`src/rtl/bb3_pkg.sv`:
```
// shared types, constants and helper functions for the 3x3 rgb box blur
// no dependencies; imported by every module of the block
`default_nettype none

package bb3_pkg;

    localparam int CH_W          = 8;
    localparam int PIX_W         = 3 * CH_W;
    localparam int LINE_W        = 2 * PIX_W;
    localparam int MAX_WIDTH_DEF = 1024;

    localparam int FW_W       = 11;
    localparam int FH_W       = 16;
    localparam int CFG_DATA_W = 16;

    localparam logic [FW_W-1:0] FRAME_WIDTH_RST  = 11'd1024;
    localparam logic [FH_W-1:0] FRAME_HEIGHT_RST = 16'd768;

    // arithmetic widths: column sum of 3 taps, window sum of 9, 2*sum+count
    localparam int COLSUM_W    = CH_W + 2;
    localparam int SUM_W       = CH_W + 4;
    localparam int NUM_W       = SUM_W + 1;
    localparam int CNT_W       = 4;
    localparam int RECIP_SHIFT = 20;
    localparam int RECIP_W     = 20;
    localparam int PROD_W      = NUM_W + RECIP_W;

    typedef enum logic {
        CFG_FRAME_WIDTH  = 1'b0,
        CFG_FRAME_HEIGHT = 1'b1
    } t_cfg_reg;

    typedef enum logic {
        KIND_PIXEL = 1'b0,
        KIND_DRAIN = 1'b1
    } t_kind;

    typedef logic [PIX_W-1:0] t_pixel;

    // [column left..right][row top..bottom]
    typedef t_pixel [2:0][2:0] t_window;

    typedef struct packed {
        t_kind            kind;
        logic [CH_W-1:0]  red_in;
        logic [CH_W-1:0]  green_in;
        logic [CH_W-1:0]  blue_in;
    } t_in_req;

    typedef struct packed {
        logic [CH_W-1:0]  red_out;
        logic [CH_W-1:0]  green_out;
        logic [CH_W-1:0]  blue_out;
        logic             frame_end;
    } t_out_req;

    typedef struct packed {
        logic valid;
        logic has_left;
        logic has_right;
        logic has_top;
        logic has_bottom;
        logic frame_end;
    } t_emit_ctl;

    // number of window taps inside the image, centre included
    function automatic logic [CNT_W-1:0] tap_count(input logic l, input logic r,
                                                    input logic t, input logic b);
        logic [1:0] nc;
        logic [1:0] nr;
        nc = 2'd1 + {1'b0, l} + {1'b0, r};
        nr = 2'd1 + {1'b0, t} + {1'b0, b};
        return {2'b00, nc} * {2'b00, nr};
    endfunction

    // ceil(2^RECIP_SHIFT / (2*count)); exact for every numerator below 2^NUM_W
    function automatic logic [RECIP_W-1:0] recip(input logic [CNT_W-1:0] cnt);
        logic [RECIP_W-1:0] r;
        case (cnt)
            4'd1:    r = 20'd524288;
            4'd2:    r = 20'd262144;
            4'd3:    r = 20'd174763;
            4'd4:    r = 20'd131072;
            4'd6:    r = 20'd87382;
            4'd9:    r = 20'd58255;
            default: r = '0;
        endcase
        return r;
    endfunction

endpackage

`default_nettype wire

```
`src/rtl/bb3_average.sv`:
```
// rounded neighbourhood average: column sums, window sum, reciprocal multiply
// depends on bb3_pkg; three stages ending in the output register
`default_nettype none

module bb3_average (
    input  logic                i_clk,
    input  logic                i_rst_n,
    input  logic                i_en,
    input  bb3_pkg::t_emit_ctl  i_ctl,
    input  bb3_pkg::t_window    i_win,
    output logic                o_valid,
    output bb3_pkg::t_out_req   o_req
);
    import bb3_pkg::*;

    t_emit_ctl                         r1_ctl;
    logic [2:0][2:0][COLSUM_W-1:0]     r1_colsum, n1_colsum;
    logic                              r2_valid;
    logic                              r2_frame_end;
    logic [2:0][NUM_W-1:0]             r2_num, n2_num;
    logic [RECIP_W-1:0]                r2_recip;
    logic [CNT_W-1:0]                  count;
    logic [2:0][SUM_W-1:0]             sum;
    logic [2:0][PROD_W-1:0]            prod;
    logic                              r_out_valid;
    t_out_req                          r_out_req;

    // stage 1: rows inside the image, per column and channel
    always_comb begin
        for (int c = 0; c < 3; c++) begin
            for (int ch = 0; ch < 3; ch++) begin
                n1_colsum[c][ch] =
                    (i_ctl.has_top ? COLSUM_W'(i_win[c][0][PIX_W-1-CH_W*ch -: CH_W]) : '0)
                  + COLSUM_W'(i_win[c][1][PIX_W-1-CH_W*ch -: CH_W])
                  + (i_ctl.has_bottom ? COLSUM_W'(i_win[c][2][PIX_W-1-CH_W*ch -: CH_W]) : '0);
            end
        end
    end

    // stage 2: columns inside the image, then 2*sum + count
    always_comb begin
        count = tap_count(r1_ctl.has_left, r1_ctl.has_right,
                          r1_ctl.has_top, r1_ctl.has_bottom);
        for (int ch = 0; ch < 3; ch++) begin
            sum[ch] = (r1_ctl.has_left ? SUM_W'(r1_colsum[0][ch]) : '0)
                    + SUM_W'(r1_colsum[1][ch])
                    + (r1_ctl.has_right ? SUM_W'(r1_colsum[2][ch]) : '0);
            n2_num[ch] = {sum[ch], 1'b0} + NUM_W'(count);
        end
    end

    // stage 3: divide by 2*count through the reciprocal
    always_comb begin
        for (int ch = 0; ch < 3; ch++) begin
            prod[ch] = PROD_W'(r2_num[ch]) * PROD_W'(r2_recip);
        end
    end

    always_ff @(posedge i_clk) begin
        if (!i_rst_n) begin
            r1_ctl      <= '0;
            r2_valid    <= 1'b0;
            r_out_valid <= 1'b0;
        end else if (i_en) begin
            r1_ctl      <= i_ctl;
            r2_valid    <= r1_ctl.valid;
            r_out_valid <= r2_valid;
        end
    end

    always_ff @(posedge i_clk) begin
        if (i_en) begin
            r1_colsum              <= n1_colsum;
            r2_num                 <= n2_num;
            r2_recip               <= recip(count);
            r2_frame_end           <= r1_ctl.frame_end;
            r_out_req.red_out      <= prod[0][RECIP_SHIFT +: CH_W];
            r_out_req.green_out    <= prod[1][RECIP_SHIFT +: CH_W];
            r_out_req.blue_out     <= prod[2][RECIP_SHIFT +: CH_W];
            r_out_req.frame_end    <= r2_frame_end;
        end
    end

    assign o_valid = r_out_valid;
    assign o_req   = r_out_req;

endmodule

`default_nettype wire
```
`config.mk`:
```
export PLATFORM = sky130hd
export DESIGN_NAME = bb3_average
export DESIGN_NICKNAME = d
export VERILOG_FILES = /design/src/rtl/bb3_pkg.sv /design/src/rtl/bb3_average.sv
export SDC_FILE = /design/constraint.sdc
export NUM_CORES = 2
export LEC_CHECK = 0
export BUFFER_PORTS_ARGS = -buffer_cell sky130_fd_sc_hd__buf_2
export CORE_UTILIZATION = 56
export DETAILED_ROUTE_END_ITERATION = 10
export PLACE_DENSITY = 0.76
export SYNTH_ARGS = -nofsm -noshare
export SYNTH_HDL_FRONTEND = slang
export SYNTH_SLANG_ARGS = --single-unit
```
`constraint.sdc`:
```
create_clock -name i_clk -period 12.9 [get_ports i_clk]
set_clock_uncertainty 0.05 [all_clocks]
set_input_delay 2.58 -clock i_clk [delete_from_list [all_inputs] [get_ports i_clk]]
set_output_delay 2.58 -clock i_clk [all_outputs]
set_load 0.1 [all_outputs]
```
=== Word-level counts from Yosys, hierarchy flattened ===
Index checks and enable logic that the tools add are counted.

* Bits in read-only memories: 0
* Bits in writable memories: 0
* Memories kept: 0
* Flip-flop bits (word level): 183
* Input port bits: 225
* Word-level logic and storage cells: 92
* Latch bits: 0

* Equal/unequal tests: 6
* Add/subtract/negate cells: 31
* Divide/modulo/power cells: 0
* Bitwise operators: 0
* Reduce and logical (&&, ||, !) cells: 0
* Multiplexer cells: 25
* Multiply operators: 4
* Order comparisons: 0
* Shift-type cells: 0

{| class="wikitable"
|+ Operators with widths
! operator !! number
|-
| two-way mux 8 bit || 18
|-
| case mux 20 bit (6 select lines) || 1
|-
| adder 9 x 8 -> 10 bit || 9
|-
| multiplier 13 x 20 -> 28 bit || 3
|-
| adder 8 x 8 -> 9 bit || 9
|-
| two-way mux 10 bit || 6
|-
| adder 13 x 4 -> 13 bit || 3
|-
| adder 11 x 10 -> 12 bit || 3
|-
| adder 10 x 10 -> 11 bit || 3
|-
| equality test 4 x 2 -> 1 bit, second input constant || 2
|-
| equality test 4 x 3 -> 1 bit, second input constant || 2
|-
| adder 1 x 1 -> 2 bit, first input constant || 2
|-
| adder 2 x 1 -> 2 bit || 2
|-
| equality test 4 x 1 -> 1 bit, second input constant || 1
|-
| equality test 4 bit, second input constant || 1
|-
| multiplier 2 x 2 -> 4 bit || 1
|}

=== Longest topological paths before layout ===
* Word-level depth: 5
* Mapped depth: 23
* Depth with buffers taken out: 21

=== Least setup slack after synthesis ===
No wires, ideal clock.

* Kind: register to register
* Start point: reg r2_recip[15]
* End point: reg r_out_req, in the netlist o_req[16], data pin
* Stages on the path, launching flop included: 22
* Period minus slack after synthesis: 5.770 ns
* Path slack: 7.130 ns
* Arrival: 5.463 ns
* Library setup time: 0.258 ns
* Path buffers: 2
* Required time: 12.592 ns
* Cells stage by stage: edfxtp_1 -> clkbuf_1 -> clkbuf_1 -> nand2_1 -> fa_1 -> inv_1 -> fa_1 -> inv_1 -> fa_1 -> inv_1 -> fa_1 -> inv_1 -> fa_1 -> inv_1 -> ha_1 -> and4_1 -> a221oi_1 -> a311oi_2 -> a211oi_1 -> o21bai_1 -> a21oi_1 -> xnor2_1

{| class="wikitable"
|+ RTL lines
! item !! RTL line !! source
|-
| start, declared || bb3_average.sv:21 || <nowiki>logic [RECIP_W-1:0] r2_recip;</nowiki>
|-
| start signal, assigned || bb3_average.sv:75 || <nowiki>r2_recip <= recip(count);</nowiki>
|-
| end, declared || bb3_average.sv:26 || <nowiki>t_out_req r_out_req;</nowiki>
|}

==> impl_metrics.toml <==
[detailed_routing]
drc = 0
ant_nets = 0
drtPass1Iterations = 5
drt-initial-drc-count = 882
via_count = 19250
vias_per_cell = 5.064
drt-total-wl_microns = 66540
post_drt_wl_per_cell_microns = 17.50

[clocking]
clk_path_buf_depth = 2
cts.sinks = 169
path_clk_slew_ns = 0.06
hold_buffers = 0
ctsResizeCount = 0
cts_buffers = 17
clk_latency_ns = 0.45
htree_levels = 4
cts.root.buffer_cell = "clkbuf_16"
cts_tree = "done"
postCtsSetupBuffers = 0

[synth]
synth-async-reset-ratio = 0
ys_top_cells_by_area = "fa_1, edfxtp_1, ha_1, inv_1, and2_1"
ys.flop_type = "edfxtp_1"
synth_top_area_frac = 0.3845
avgSynthCellArea_sq_um = 10.14
syn-cell-area_sq_um = 29210
synth_cell_type_count = 62
ys_seq_area_frac = 0.1710
synth_largest_area_cell = "fa_1"
ys.warnings.count = 0
syn_nets = 3940
ys_ff_latch = 169
syn_inst = 2882
synth-edff-count = 161

[worst_setup_path]
cp_top_family = "adder cells"
path_cells = "buf_4, and2_1, inv_1, fa_1, inv_1, fa_1, inv_1, fa_1, inv_1, fa_1, inv_1, fa_1, inv_1, ha_1, a21oi_1, o21ai_0, a22o_1, a32o_1, a221oi_1, o31a_1, o21bai_1, xnor2_1"
cp_num_buf_inv = 7
cp_num_cells = 22
r2r_cells = 22
end_kind = "register"
crit_top_cell = "inv_1"
worst_setup_path_start_kind = "register"
cp_slowest_cell = "fa_1"
arrival_ns = 6.46
crit_path_max_fanout = 38
cp.required_ns = 13.05
crit_type = "reg2reg"
cpPeakStageDelay_ns = 0.53

[grt]
grt_max_degree = 76
grt.total_usage = 0.2635
grt_pass1_wl_microns = 107100
antenna_found_initial = 1
grt_pass1_vias = 21000
gr-total-overflow = 0

[timing]
tightest_slew_ns = 1.013
hold_viol = 0
fmax_mhz = 158.6
finalCritPeriodShare = 0.4889
fin_setup_tns_ns = 0
drv_slew = 0
maxSlewHeadroom = 0.3245
fin_crit_ns = 6.307
setup_viol = 0
grt_setup_unrepaired = "no"

[final_layout]
n_antenna_cell = 0
layout-drive-gt1-share = 0.09898
area_delta_synth_final_pct = 8.627
nets = 4167

[min_path]
hold_class = "reg2reg"
holdPathStages = 0

[die]
dieArea_sq_um = 53080
start_util = 0.5682
chipWidth_microns = 230.4
fp-row-count = 83
ios = 251
chipHeight_microns = 230.4
fp.coreArea_sq_um = 51410

[run_status]
status = "complete, no violations"

[place]
hpwlAfterDp_microns = 58680
gp_congestion = 0.9562
io_buffers = 250

[flow_run]
maxCapViolations = 0
[registers in the layout, indices dropped and copies added, names as in the netlist]
signal / flops
o_req: 25
o_valid: 1
r1_colsum: 90
r1_ctl: 6
r2_frame_end: 1
r2_num: 37
r2_recip: 8
r2_valid: 1
[area by class of cell]
| cell class | instances | area (sq um) |
|---|---|---|
| Fill cell | 4265 | 19680 |
| Inverter | 809 | 3037 |
| Tap cell | 680 | 850.8 |
| Clock buffer | 21 | 440.4 |
| Multi-Input combinational cell | 1850 | 20970 |
| Clock inverter | 11 | 90.09 |
| Sequential cell | 169 | 4995 |
| Timing Repair Buffer | 262 | 1348 |
[cells by family after synthesis]
family                     synth area share
AOI/OAI and AO/OA                   0.05355
xor gates and xnor gates            0.04755
adders and majority gates            0.5010
buffers and inverters                0.1111
DFF                                  0.1710
muxes                              0.002742
and+or+nand+nor                      0.1130
[layout by cell type, fill, tap and decap left out, types with 12 or more instances in the layout]
cell type and count:
edfxtp_1 161, nor2b_1 24, o21bai_1 27, nand3_1 12, buf_4 12, and2_1 306, a21oi_1 96, ha_1 272
nor2_1 30, xnor2_1 99, a21o_1 32, xor2_1 57, buf_2 249, fa_1 561, nand2_1 183, o21ai_0 34
inv_1 809, nor3_1 15, clkbuf_16 17
[worst paths after layout]
path	from	to	slack (ns)
worst max register to register	r2_recip[15]$_DFFE_PP_	o_req[24]$_DFFE_PP_	6.59
worst max-delay path	r2_recip[15]$_DFFE_PP_	o_req[24]$_DFFE_PP_	6.59
worst min-delay path	r2_frame_end$_DFFE_PP_	o_req[0]$_DFFE_PP_	0.37
worst min register to register	r2_frame_end$_DFFE_PP_	o_req[0]$_DFFE_PP_	0.37
[per-layer routing]
layer | vias to the layer above | GRT usage | wire, microns
met5 | - | 0 | 0
met4 | 0 | 0.07430 | 1596
met3 | 83 | 0.03113 | 3113
met2 | 521 | 0.4481 | 32320
met1 | 9527 | 0.3573 | 29500
li1 | 9121 | - | -
[through the flow]
| step | std cells | cell area [sq um] | util | hold WS [ns] | worst slack (ns) |
|---|---|---|---|---|---|
| 2_1_floorplan | 2882 | 29210 | - | 0.3503 | 7.130 |
| 3_3_place_gp | 3770 | 31200 | 0.6069 | 0.3547 | 6.706 |
| 3_5_place_dp | 3770 | 31200 | 0.6069 | 0.3664 | 6.617 |
| 4_1_cts | 3802 | 31730 | 0.6172 | 0.3722 | 6.602 |
| 5_1_grt | 3802 | 31730 | 0.6172 | 0.3751 | 6.241 |
| 6_report | 3802 | 31730 | 0.6172 | 0.3723 | 6.593 |
[cells in the mapped netlist (30+ instances only)]
master / instances
and2_1: 306
fa_1: 561
a21oi_1: 96
nand2_1: 183
xor2_1: 57
xnor2_1: 99
clkbuf_1: 51
nor2_1: 30
ha_1: 272
o21ai_0: 34
inv_1: 809
edfxtp_1: 161
a21o_1: 32
Power is not shown: default switching activity piles up to over one toggle a cycle in this logic, so the estimate is an artifact.
