## src/rtl/bb3_pkg.sv

```systemverilog
// shared types, constants and helper functions for the 3x3 rgb box blur
// no dependencies; imported by every module of the block
`default_nettype none

package bb3_pkg;

    localparam int CH_W          = 8;
    localparam int PIX_W         = 3 * CH_W;
    localparam int LINE_W        = 2 * PIX_W;
    localparam int MAX_WIDTH_DEF = 1024;

    localparam int FW_W       = 11;
    localparam int FH_W       = 16;
    localparam int CFG_DATA_W = 16;

    localparam logic [FW_W-1:0] FRAME_WIDTH_RST  = 11'd1024;
    localparam logic [FH_W-1:0] FRAME_HEIGHT_RST = 16'd768;

    // arithmetic widths: column sum of 3 taps, window sum of 9, 2*sum+count
    localparam int COLSUM_W    = CH_W + 2;
    localparam int SUM_W       = CH_W + 4;
    localparam int NUM_W       = SUM_W + 1;
    localparam int CNT_W       = 4;
    localparam int RECIP_SHIFT = 20;
    localparam int RECIP_W     = 20;
    localparam int PROD_W      = NUM_W + RECIP_W;

    typedef enum logic {
        CFG_FRAME_WIDTH  = 1'b0,
        CFG_FRAME_HEIGHT = 1'b1
    } t_cfg_reg;

    typedef enum logic {
        KIND_PIXEL = 1'b0,
        KIND_DRAIN = 1'b1
    } t_kind;

    typedef logic [PIX_W-1:0] t_pixel;

    // [column left..right][row top..bottom]
    typedef t_pixel [2:0][2:0] t_window;

    typedef struct packed {
        t_kind            kind;
        logic [CH_W-1:0]  red_in;
        logic [CH_W-1:0]  green_in;
        logic [CH_W-1:0]  blue_in;
    } t_in_req;

    typedef struct packed {
        logic [CH_W-1:0]  red_out;
        logic [CH_W-1:0]  green_out;
        logic [CH_W-1:0]  blue_out;
        logic             frame_end;
    } t_out_req;

    typedef struct packed {
        logic valid;
        logic has_left;
        logic has_right;
        logic has_top;
        logic has_bottom;
        logic frame_end;
    } t_emit_ctl;

    // number of window taps inside the image, centre included
    function automatic logic [CNT_W-1:0] tap_count(input logic l, input logic r,
                                                    input logic t, input logic b);
        logic [1:0] nc;
        logic [1:0] nr;
        nc = 2'd1 + {1'b0, l} + {1'b0, r};
        nr = 2'd1 + {1'b0, t} + {1'b0, b};
        return {2'b00, nc} * {2'b00, nr};
    endfunction

    // ceil(2^RECIP_SHIFT / (2*count)); exact for every numerator below 2^NUM_W
    function automatic logic [RECIP_W-1:0] recip(input logic [CNT_W-1:0] cnt);
        logic [RECIP_W-1:0] r;
        case (cnt)
            4'd1:    r = 20'd524288;
            4'd2:    r = 20'd262144;
            4'd3:    r = 20'd174763;
            4'd4:    r = 20'd131072;
            4'd6:    r = 20'd87382;
            4'd9:    r = 20'd58255;
            default: r = '0;
        endcase
        return r;
    endfunction

endpackage

`default_nettype wire

```

## src/rtl/bb3_scan.sv

```systemverilog
// raster scan control: frame registers, input and output counters, window
// depends on bb3_pkg; drives the line store and hands the window downstream
`default_nettype none

module bb3_scan #(
    parameter int MAX_WIDTH = bb3_pkg::MAX_WIDTH_DEF,
    parameter int COL_W     = $clog2(MAX_WIDTH)
) (
    input  logic                           i_clk,
    input  logic                           i_rst_n,
    input  logic                           i_cfg_we,
    input  bb3_pkg::t_cfg_reg              i_cfg_idx,
    input  logic [bb3_pkg::CFG_DATA_W-1:0] i_cfg_data,
    input  logic                           i_en,
    input  logic                           i_accept,
    input  bb3_pkg::t_in_req               i_req,
    input  logic [bb3_pkg::LINE_W-1:0]     i_line_q,
    output logic [COL_W-1:0]               o_rd_addr,
    output logic                           o_wr_en,
    output logic [COL_W-1:0]               o_wr_addr,
    output logic [bb3_pkg::LINE_W-1:0]     o_wr_data,
    output bb3_pkg::t_emit_ctl             o_ctl,
    output bb3_pkg::t_window               o_win
);
    import bb3_pkg::*;

    logic [FW_W-1:0]  r_frame_width,  n_frame_width;
    logic [FH_W-1:0]  r_frame_height, n_frame_height;
    logic [COL_W-1:0] r_in_col,  n_in_col;
    logic [FH_W-1:0]  r_in_row,  n_in_row;
    logic [COL_W-1:0] r_out_col, n_out_col;
    logic [FH_W-1:0]  r_out_row, n_out_row;
    logic             r_full,     n_full;
    logic             r_complete, n_complete;
    t_emit_ctl        r_ctl, n_ctl;
    t_window          r_win, n_win;

    logic [COL_W-1:0] wlast;
    logic [FH_W-1:0]  hlast;
    logic [31:0]      fw32;
    logic             step;
    logic             last_col;
    logic             out_row_last;
    logic             row_is_one;
    t_pixel           px;
    t_pixel           older;
    t_pixel           newer;

    always_comb begin
        fw32 = {{(32-FW_W){1'b0}}, r_frame_width};
        if (fw32 == 32'd0) begin
            wlast = '0;
        end else if (fw32 > 32'(MAX_WIDTH)) begin
            wlast = COL_W'(MAX_WIDTH - 1);
        end else begin
            wlast = COL_W'(fw32 - 32'd1);
        end
        hlast = (r_frame_height == '0) ? '0 : r_frame_height - 16'd1;
    end

    assign older = i_line_q[LINE_W-1 -: PIX_W];
    assign newer = i_line_q[PIX_W-1:0];
    assign px    = r_complete ? '0 : {i_req.red_in, i_req.green_in, i_req.blue_in};

    // a drain before the frame's last pixel is swallowed without effect
    assign step         = i_accept && !(i_req.kind == KIND_DRAIN && !r_complete);
    assign last_col     = (r_out_col == wlast);
    assign out_row_last = (r_out_row == hlast);
    assign row_is_one   = r_complete ? (hlast == '0) : (r_in_row == 16'd1);

    always_comb begin
        n_frame_width  = r_frame_width;
        n_frame_height = r_frame_height;
        n_in_col       = r_in_col;
        n_in_row       = r_in_row;
        n_out_col      = r_out_col;
        n_out_row      = r_out_row;
        n_full         = r_full;
        n_complete     = r_complete;
        if (i_cfg_we) begin
            unique case (i_cfg_idx)
                CFG_FRAME_WIDTH:  n_frame_width  = i_cfg_data[FW_W-1:0];
                CFG_FRAME_HEIGHT: n_frame_height = i_cfg_data[FH_W-1:0];
            endcase
            n_in_col   = '0;
            n_in_row   = '0;
            n_out_col  = '0;
            n_out_row  = '0;
            n_full     = 1'b0;
            n_complete = 1'b0;
        end else if (step) begin
            if (row_is_one && r_in_col == '0) begin
                n_full = 1'b1;
            end
            if (r_in_col == wlast) begin
                n_in_col = '0;
                if (!r_complete) begin
                    if (r_in_row == hlast) begin
                        n_complete = 1'b1;
                    end else begin
                        n_in_row = r_in_row + 16'd1;
                    end
                end
            end else begin
                n_in_col = r_in_col + COL_W'(1);
            end
            if (r_full) begin
                if (last_col) begin
                    n_out_col = '0;
                    if (out_row_last) begin
                        n_in_col   = '0;
                        n_in_row   = '0;
                        n_out_row  = '0;
                        n_full     = 1'b0;
                        n_complete = 1'b0;
                    end else begin
                        n_out_row = r_out_row + 16'd1;
                    end
                end else begin
                    n_out_col = r_out_col + COL_W'(1);
                end
            end
        end
    end

    // the shifted window serves both cases: center is the middle column and
    // the right column is dropped when the output sits on the last column
    always_comb begin
        n_win = r_win;
        if (step) begin
            n_win[0]    = r_win[1];
            n_win[1]    = r_win[2];
            n_win[2][0] = older;
            n_win[2][1] = newer;
            n_win[2][2] = px;
        end
        n_ctl.valid      = step && r_full && !i_cfg_we;
        n_ctl.has_left   = (r_out_col != '0);
        n_ctl.has_right  = !last_col;
        n_ctl.has_top    = (r_out_row != '0);
        n_ctl.has_bottom = !out_row_last;
        n_ctl.frame_end  = last_col && out_row_last;
    end

    always_ff @(posedge i_clk) begin
        if (!i_rst_n) begin
            r_frame_width  <= FRAME_WIDTH_RST;
            r_frame_height <= FRAME_HEIGHT_RST;
            r_in_col       <= '0;
            r_in_row       <= '0;
            r_out_col      <= '0;
            r_out_row      <= '0;
            r_full         <= 1'b0;
            r_complete     <= 1'b0;
            r_ctl          <= '0;
        end else begin
            r_frame_width  <= n_frame_width;
            r_frame_height <= n_frame_height;
            r_in_col       <= n_in_col;
            r_in_row       <= n_in_row;
            r_out_col      <= n_out_col;
            r_out_row      <= n_out_row;
            r_full         <= n_full;
            r_complete     <= n_complete;
            if (i_en) begin
                r_ctl <= n_ctl;
            end
        end
    end

    always_ff @(posedge i_clk) begin
        r_win <= n_win;
    end

    assign o_rd_addr = i_rst_n ? n_in_col : '0;
    assign o_wr_en   = step && !i_cfg_we;
    assign o_wr_addr = r_in_col;
    assign o_wr_data = {newer, px};
    assign o_ctl     = r_ctl;
    assign o_win     = r_win;

    a_col_range: assert property (@(posedge i_clk) disable iff (!i_rst_n)
        (r_in_col <= wlast) && (r_out_col <= wlast))
        else $error("column counter beyond frame width");

    a_frame_restart: assert property (@(posedge i_clk) disable iff (!i_rst_n)
        (step && !i_cfg_we && r_full && last_col && out_row_last) |=>
        (r_in_col == '0 && r_out_col == '0 && r_out_row == '0 && !r_full && !r_complete))
        else $error("frame end did not restart the scan");

    a_early_drain: assert property (@(posedge i_clk) disable iff (!i_rst_n)
        (i_accept && !i_cfg_we && i_req.kind == KIND_DRAIN && !r_complete) |=>
        ($stable(r_in_col) && $stable(r_in_row) && $stable(r_out_col) && $stable(r_full)))
        else $error("early drain changed scan state");

endmodule

`default_nettype wire

```

## config.mk

```make
export PLATFORM = sky130hd
export DESIGN_NAME = bb3_scan
export DESIGN_NICKNAME = d
export VERILOG_FILES = /design/src/rtl/bb3_pkg.sv /design/src/rtl/bb3_scan.sv
export SDC_FILE = /design/constraint.sdc
export NUM_CORES = 1
export LEC_CHECK = 0
export ABC_AREA = 0
export BUFFER_PORTS_ARGS = -buffer_cell sky130_fd_sc_hd__buf_2
export CELL_PAD_IN_SITES_DETAIL_PLACEMENT = 0
export CELL_PAD_IN_SITES_GLOBAL_PLACEMENT = 1
export CORE_ASPECT_RATIO = 1.5
export CORE_MARGIN = 1.5
export CORE_UTILIZATION = 25
export DETAILED_ROUTE_END_ITERATION = 10
export PLACE_DENSITY = 0.66
export SYNTH_ARGS = -nofsm -noshare
export SYNTH_HDL_FRONTEND = slang
export SYNTH_SLANG_ARGS = --single-unit
```

## constraint.sdc

```tcl
create_clock -name i_clk -period 4.9 [get_ports i_clk]
set_clock_uncertainty 0.2 [all_clocks]
set_input_delay 0.49 -clock i_clk [delete_from_list [all_inputs] [get_ports i_clk]]
set_output_delay 0.49 -clock i_clk [all_outputs]
set_load 0.005 [all_outputs]
```

* Yosys cells after proc, flatten, opt, wreduce, memory -nomap -nowiden *
Cells that the tools add are included.

word-level totals
  memories = 0
  output and inout bits = 291
  RAM bits = 0
  word-level logic and storage cells = 90
  input port bits = 95
  bits in latches = 0
  register bits = 303
  memory bits (read-only) = 0

operators by class
  shift operators = 0
  add/subtract/negate cells = 6
  magnitude comparators = 1
  equal/unequal tests = 5
  divide/modulo/power cells = 0
  multiply operators = 0
  reductions and logical operators = 23
  mux-type cells = 30
  bitwise gates (word level) = 2

operators by type and width
  kind                   number
  $mux 16                8
  $mux 10                10
  $add 16x1->16 const B  2
  $eq 16x16->1           2
  $logic_not 16->1       2
  $mux 24                1
  $add 10x1->10 const B  2
  $eq 10x10->1           2
  $eq 16x1->1 const B    1
  $reduce_bool 16->1     1
  $sub 16x1->16 const B  1
  $gt 11x11->1 const B   1
  $logic_not 11->1       1
  $mux 1                 11
  $logic_not 10->1       1
  $reduce_bool 10->1     1
  $sub 10x1->10 const B  1
  $logic_and 1x1->1      7
  $reduce_and 2->1       3
  $logic_not 1->1        5
  $reduce_and 3->1       1
  $not 1->1              2
  $reduce_or 2->1        1

* Logic depth before layout (Yosys ltp) *
  depth after elaboration = 11
  depth in mapped cells = 15
  gate-level depth less buffers = 11

* Least setup slack after synthesis *
Ideal clock, no wire load.

  path kind = input-to-output
  start point = input i_req[24] (netlist bit)
  end point = output o_rd_addr[0]
  path slack = -0.174 ns
  stages on the path = 9
  data arrival time = 4.384 ns
  buffers on the path = 2
  data required time = 4.210 ns
  path through = inv_1 o21ai_0 inv_1 buf_2 and2_1 clkbuf_1 nand4_1 nand3_1 nor2_1

between the ends
  cells in the longest elaborated chain, start to end = 6

RTL lines
  element            line            source
  start, declared    bb3_scan.sv:16  input bb3_pkg::t_in_req i_req,
  $logic_and 1x1->1  bb3_scan.sv:66  assign step = i_accept && !(i_req.kind == KIND_DRAIN && !r_complete);
  $logic_not 1->1    bb3_scan.sv:66
  $logic_and 1x1->1  bb3_scan.sv:66
  named net step     bb3_scan.sv:41  logic step;
  $mux 10            bb3_scan.sv:91  end else if (step) begin
  $mux 10            bb3_scan.sv:80  if (i_cfg_we) begin
  $mux 10            -
  end, declared      bb3_scan.sv:18  output logic [COL_W-1:0] o_rd_addr,

The timed path passes the listed nets, and every way through them passes these cells.

* Worst setup path in the final report *
  start point = register r_frame_height[7]
  end point = output o_rd_addr[5]

between the ends
  cells in the longest elaborated chain, start to end = 9
  elaborated cells on any way between the ends = 10
  those cells by class = add/sub: 1; eq/ne: 1; mux: 7; reduce/logical: 1

RTL lines
  element                                                   line             source
  start, declared                                           bb3_scan.sv:28   logic [FH_W-1:0] r_frame_height, n_frame_height;
  start signal, assigned                                    bb3_scan.sv:158  r_frame_height <= n_frame_height;
  $sub 16x1->16 / $logic_not 16->1 (equally long branches)  bb3_scan.sv:58   hlast = (r_frame_height == '0) ? '0 : r_frame_height - 16'd1;
  $mux 16 (*)                                               bb3_scan.sv:58
  $eq 16x16->1 (*)                                          bb3_scan.sv:68   assign out_row_last = (r_out_row == hlast);
  $mux 10 (*)                                               bb3_scan.sv:110  if (out_row_last) begin
  $mux 10 (*)                                               bb3_scan.sv:108  if (last_col) begin
  $mux 10 (*)                                               bb3_scan.sv:107  if (r_full) begin
  $mux 10 (*)                                               bb3_scan.sv:91
  $mux 10 (*)                                               bb3_scan.sv:80
  $mux 10 (*)                                               -

Mark *: on every way between the ends. The rest lies on a longest branch, timed or not.

==> key figures <==
Status
  • Status: finished, final reports clean

Drt
  • Drt total wl: 50,440 um
  • Vias: 11,330
  • Drc violations: 0
  • Post-DR wirelength/cell: 21.87 um
  • Initial DRC count: 508
  • Vias per inst: 4.909
  • 1st-pass router iterations: 7
  • DRT antenna net count: 0

Floorplanning
  • Core area: 53,610 um2
  • Die height: 287.9 um
  • Die Wd: 192.9 um
  • # rows: 104
  • I/O Pins: 386
  • Die footprint: 55,530 um2
  • Initial core utilization: 25.23%

Logic synthesis
  • Asr flop ratio synth: 0%
  • Syn Area/Cell: 11.59 um2
  • Post-synthesis cell area: 13,520 um2
  • Seq/Total Area, Yosys: 60.84%
  • Syn. warnings: 0
  • Synthesized Nets: 1,272
  • Post-synth EDFFs: 216
  • Unique cell type count in the Yosys netlist: 84
  • Post-Syn Instances: 1,167
  • Most used DFF post-synth: edfxtp_1
  • Yosys reg bits: 303

Worst setup path
  • CP Class: flip-flop to primary output
  • Largest delay share family, worst path: compound AO/OA/AOI/OAI gates
  • WP data arrival: 3.98 ns
  • Buf/Inv on CP: 3
  • CP required: 4.21 ns
  • Crit-path max FO: 11
  • Critical Path End Type: primary output
  • Crit-path slowest cell: or4_4
  • Slowest stage delay, CP: 0.65 ns
  • Worst-path cell chain: or4_4 > o41ai_2 > a21boi_0 > o21ai_0 > o221ai_1 > nor4_2 > buf_4 > nand4_1 > nand3_1 > buf_12 > nor2_1 > buf_2
  • CP Launch Type: flip-flop

Layout
  • Fill cells: 5,485
  • Layout area overhead: 32.86%
  • Final nets: 1,698
  • Core Util, Final: 33.52%
  • # diodes: 0
  • Multi-input logic area: 4811 um2
  • FF/Latch Area: 8229 um2
  • Post-Layout Cell Count: 2,307
  • Layout cells sized above 1: 32.08%

Place
  • Placed cells: 2,176
  • Routability Congestion: 0.9524
  • Port bufs: 385
  • Detailed placer's ending HPWL: 38,840 um

Timing
  • Tmin final: 4.669 ns
  • Pins over their slew limit: 0
  • Fmax: 214.2 MHz
  • Final count of hold timing violations: 0
  • Final setup violation count: 0
  • Tightest Pin Transition: 0.9678 ns
  • Rel. slew slack: 35.48%
  • Period utilisation layout: 95.28%

Global routing
  • Vias in the first global route: 11,080
  • First-pass GRT wire length: 70,810 um
  • Overflow left after global routing: 0
  • Largest net degree at the start of global routing: 164
  • Total GRT Usage: 17.19%
  • Initial antenna violation count: 1

Pwr
  • Pint: 0.004420 W
  • Switching Share: 26.07%
  • Clk network pwr share: 40.6%
  • PD cells: 332.7 nW/um2
  • Sequential share of power: 48.8%
  • Power share of the combinational group: 10.6%
  • VDD IR max: 0.0005261 V
  • P_sw: 0.001559 W
  • Pleak: 6.676 nW

CTS
  • Clock sinks: 303
  • CTS Buffer Depth: 3
  • Later-pin clock latency in the skew report: 0.59 ns
  • H-tree depth: 1
  • Reg clk slew, reported paths: 0.07 ns
  • Root buffer cell: clkbuf_16
  • TritonCTS buffer count: 31
  • CTS tree: built

Flow run
  • Max Cap Violations: 0

Worst hold path
  • Hold Crit Class: primary input to flip-flop
[cell usage after synthesis, types with 4 or more instances]
master     number  area [um2]
o22ai_1         4       25.02
and3_1         11       68.82
nand3b_1        4       30.03
and2_1          7       43.79
a21oi_1        68       340.3
a21boi_0        5       37.54
buf_1           6       22.52
mux2i_1         8       80.08
a211o_1         4       35.03
nand2_1       103       386.6
clkbuf_1       45       168.9
buf_4          24       180.2
o2111ai_1       4       35.03
o221ai_1        4       35.03
buf_2          19       95.09
nor4b_1         6       52.55
o21ai_0        36       180.2
nor2b_1        30       187.7
nor3b_1         5       37.54
nor4_4          4       85.08
nand3_1        27       135.1
ha_1           10       125.1
or2_2           5       31.28
edfxtp_1      216        6486
nor2_1         68       255.2
or3_1          18       112.6
o21a_1          7       52.55
nor4_1         20       125.1
a31oi_1        11       68.82
nor3_1         32       160.2
xnor2_1        25       219.0
and4_1          7       61.31
nor4_2          4       50.05
inv_1          33       123.9
nand4_1        31       193.9
dfxtp_1        87        1742
o31ai_1        20       150.1
or4_1          24       180.2
o211ai_1       15       112.6
a311oi_1        4       35.03
xor2_1         26       227.7
nand2b_1        9       56.30
a211oi_1        6       45.04
[registers in the layout, indices dropped and copies added (netlist names)]
| signal | cells |
|---|---|
| r_frame_height | 16 |
| o_wr_addr | 10 |
| r_full | 1 |
| r_frame_width | 11 |
| r_complete | 1 |
| r_in_row | 16 |
| o_win | 216 |
| r_out_col | 10 |
| r_out_row | 16 |
| o_ctl | 6 |
[power groups by stage]
stage	logic, W	clock network, W	registers, W
after floorplan	0.000304	0	0.00295
after global placement	0.000564	0	0.00297
after detailed placement	0.000564	0	0.00297
after CTS	0.000619	0.00252	0.00292
after global routing	0.000686	0.00261	0.00293
final	0.000632	0.00243	0.00292
[metal layers]
metal  track usage [%]  share of wire, %
met5                 0                 0
met4             8.615               5.1
met3             4.401               9.0
met2             32.20                51
met1             17.29                34
[final timing paths]
| kind | slack [ns] | startpoint | end | cells after the start |
|---|---|---|---|---|
| setup / recovery | 0.23 | r_frame_height[7]$_SDFFE_PN0P_ | o_rd_addr[5] | 12 |
| hold / removal | 0.07 | i_req[2] | o_win[194]$_DFFE_PP_ | 2 |
| setup reg to reg | 0.63 | r_frame_width[0]$_SDFFE_PN0P_ | r_in_row[5]$_SDFFE_PP0P_ | 11 |
| hold reg to reg | 0.24 | o_win[148]$_DFFE_PP_ | o_win[76]$_DFFE_PP_ | 0 |
[cells in the final DEF, fill, tap and decap left out, types with 5 or more instances in the layout]
| master | n |
|---|---|
| or2_2 | 5 |
| ha_1 | 10 |
| nand2_1 | 102 |
| nor2b_1 | 30 |
| a21oi_1 | 66 |
| nor3_1 | 31 |
| and2_1 | 7 |
| nor4b_1 | 5 |
| nor4_4 | 7 |
| and4_1 | 7 |
| and3_1 | 11 |
| or4_1 | 21 |
| a21boi_0 | 5 |
| xnor2_1 | 23 |
| dfxtp_1 | 86 |
| nand2b_1 | 9 |
| buf_4 | 34 |
| o21a_1 | 7 |
| a211oi_1 | 6 |
| nand4_1 | 31 |
| o31ai_1 | 20 |
| a31oi_1 | 11 |
| o211ai_1 | 15 |
| o21ai_0 | 35 |
| or3_1 | 18 |
| nor4_1 | 17 |
| xor2_1 | 26 |
| edfxtp_1 | 216 |
| nor2_1 | 68 |
| clkbuf_1 | 5 |
| inv_8 | 6 |
| buf_2 | 385 |
| nor3b_1 | 5 |
| mux2i_1 | 7 |
| dlygate4sd3_1 | 68 |
| inv_1 | 32 |
| clkbuf_16 | 31 |
| nand3_1 | 27 |
[logic make-up (layout without fill, tap and decap cells)]
family,Yosys count,count (layout),share of synthesized area (%)
AND/OR/NAND/NOR,434,434,18.09
adder cells (fa/ha/maj),10,10,0.9252
buffers and inverters,129,580,4.487
XOR/XNOR,53,53,3.636
AO/OA/AOI/OAI,229,229,11.35
flip-flops,303,303,60.84
multiplexers,9,9,0.6754
[metrics by stage]
stage	worst slack, ns	cell area, um2	hold slack [ns]	power [W]	setup TNS [ns]
final	0.2312	17970	0.06670	0.005979	0
after global routing	-0.02577	17970	0.05423	0.006223	-0.1460
after CTS	0.009789	17860	0.02939	0.006056	0
after detailed placement	0.5316	16100	0.2265	0.003538	0
after global placement	0.4866	16100	0.2241	0.003533	0
after floorplan	0.9242	13530	0.2521	0.003254	0
[area by class of cell]
type	count	share of cell area, %
Clock inverter	22	1.323
Multi-Input combinational cell	735	26.77
Clock buffer	36	4.422
Tap cell	689	4.798
Inverter	33	0.7311
Sequential cell	303	45.80
Timing Repair Buffer	489	16.15
[repair_timing]
| action | 4_1_cts | 5_1_grt |
|---|---|---|
| setup buffers | 1 | 4 |
| pin swaps | 0 | 2 |
| gates resized for setup | 7 | 16 |
| hold endpoints to repair | 77 | 0 |
| hold buffers | 68 | 0 |
| setup endpoints to repair | 10 | 10 |
Power figures use the tool's default switching activity.
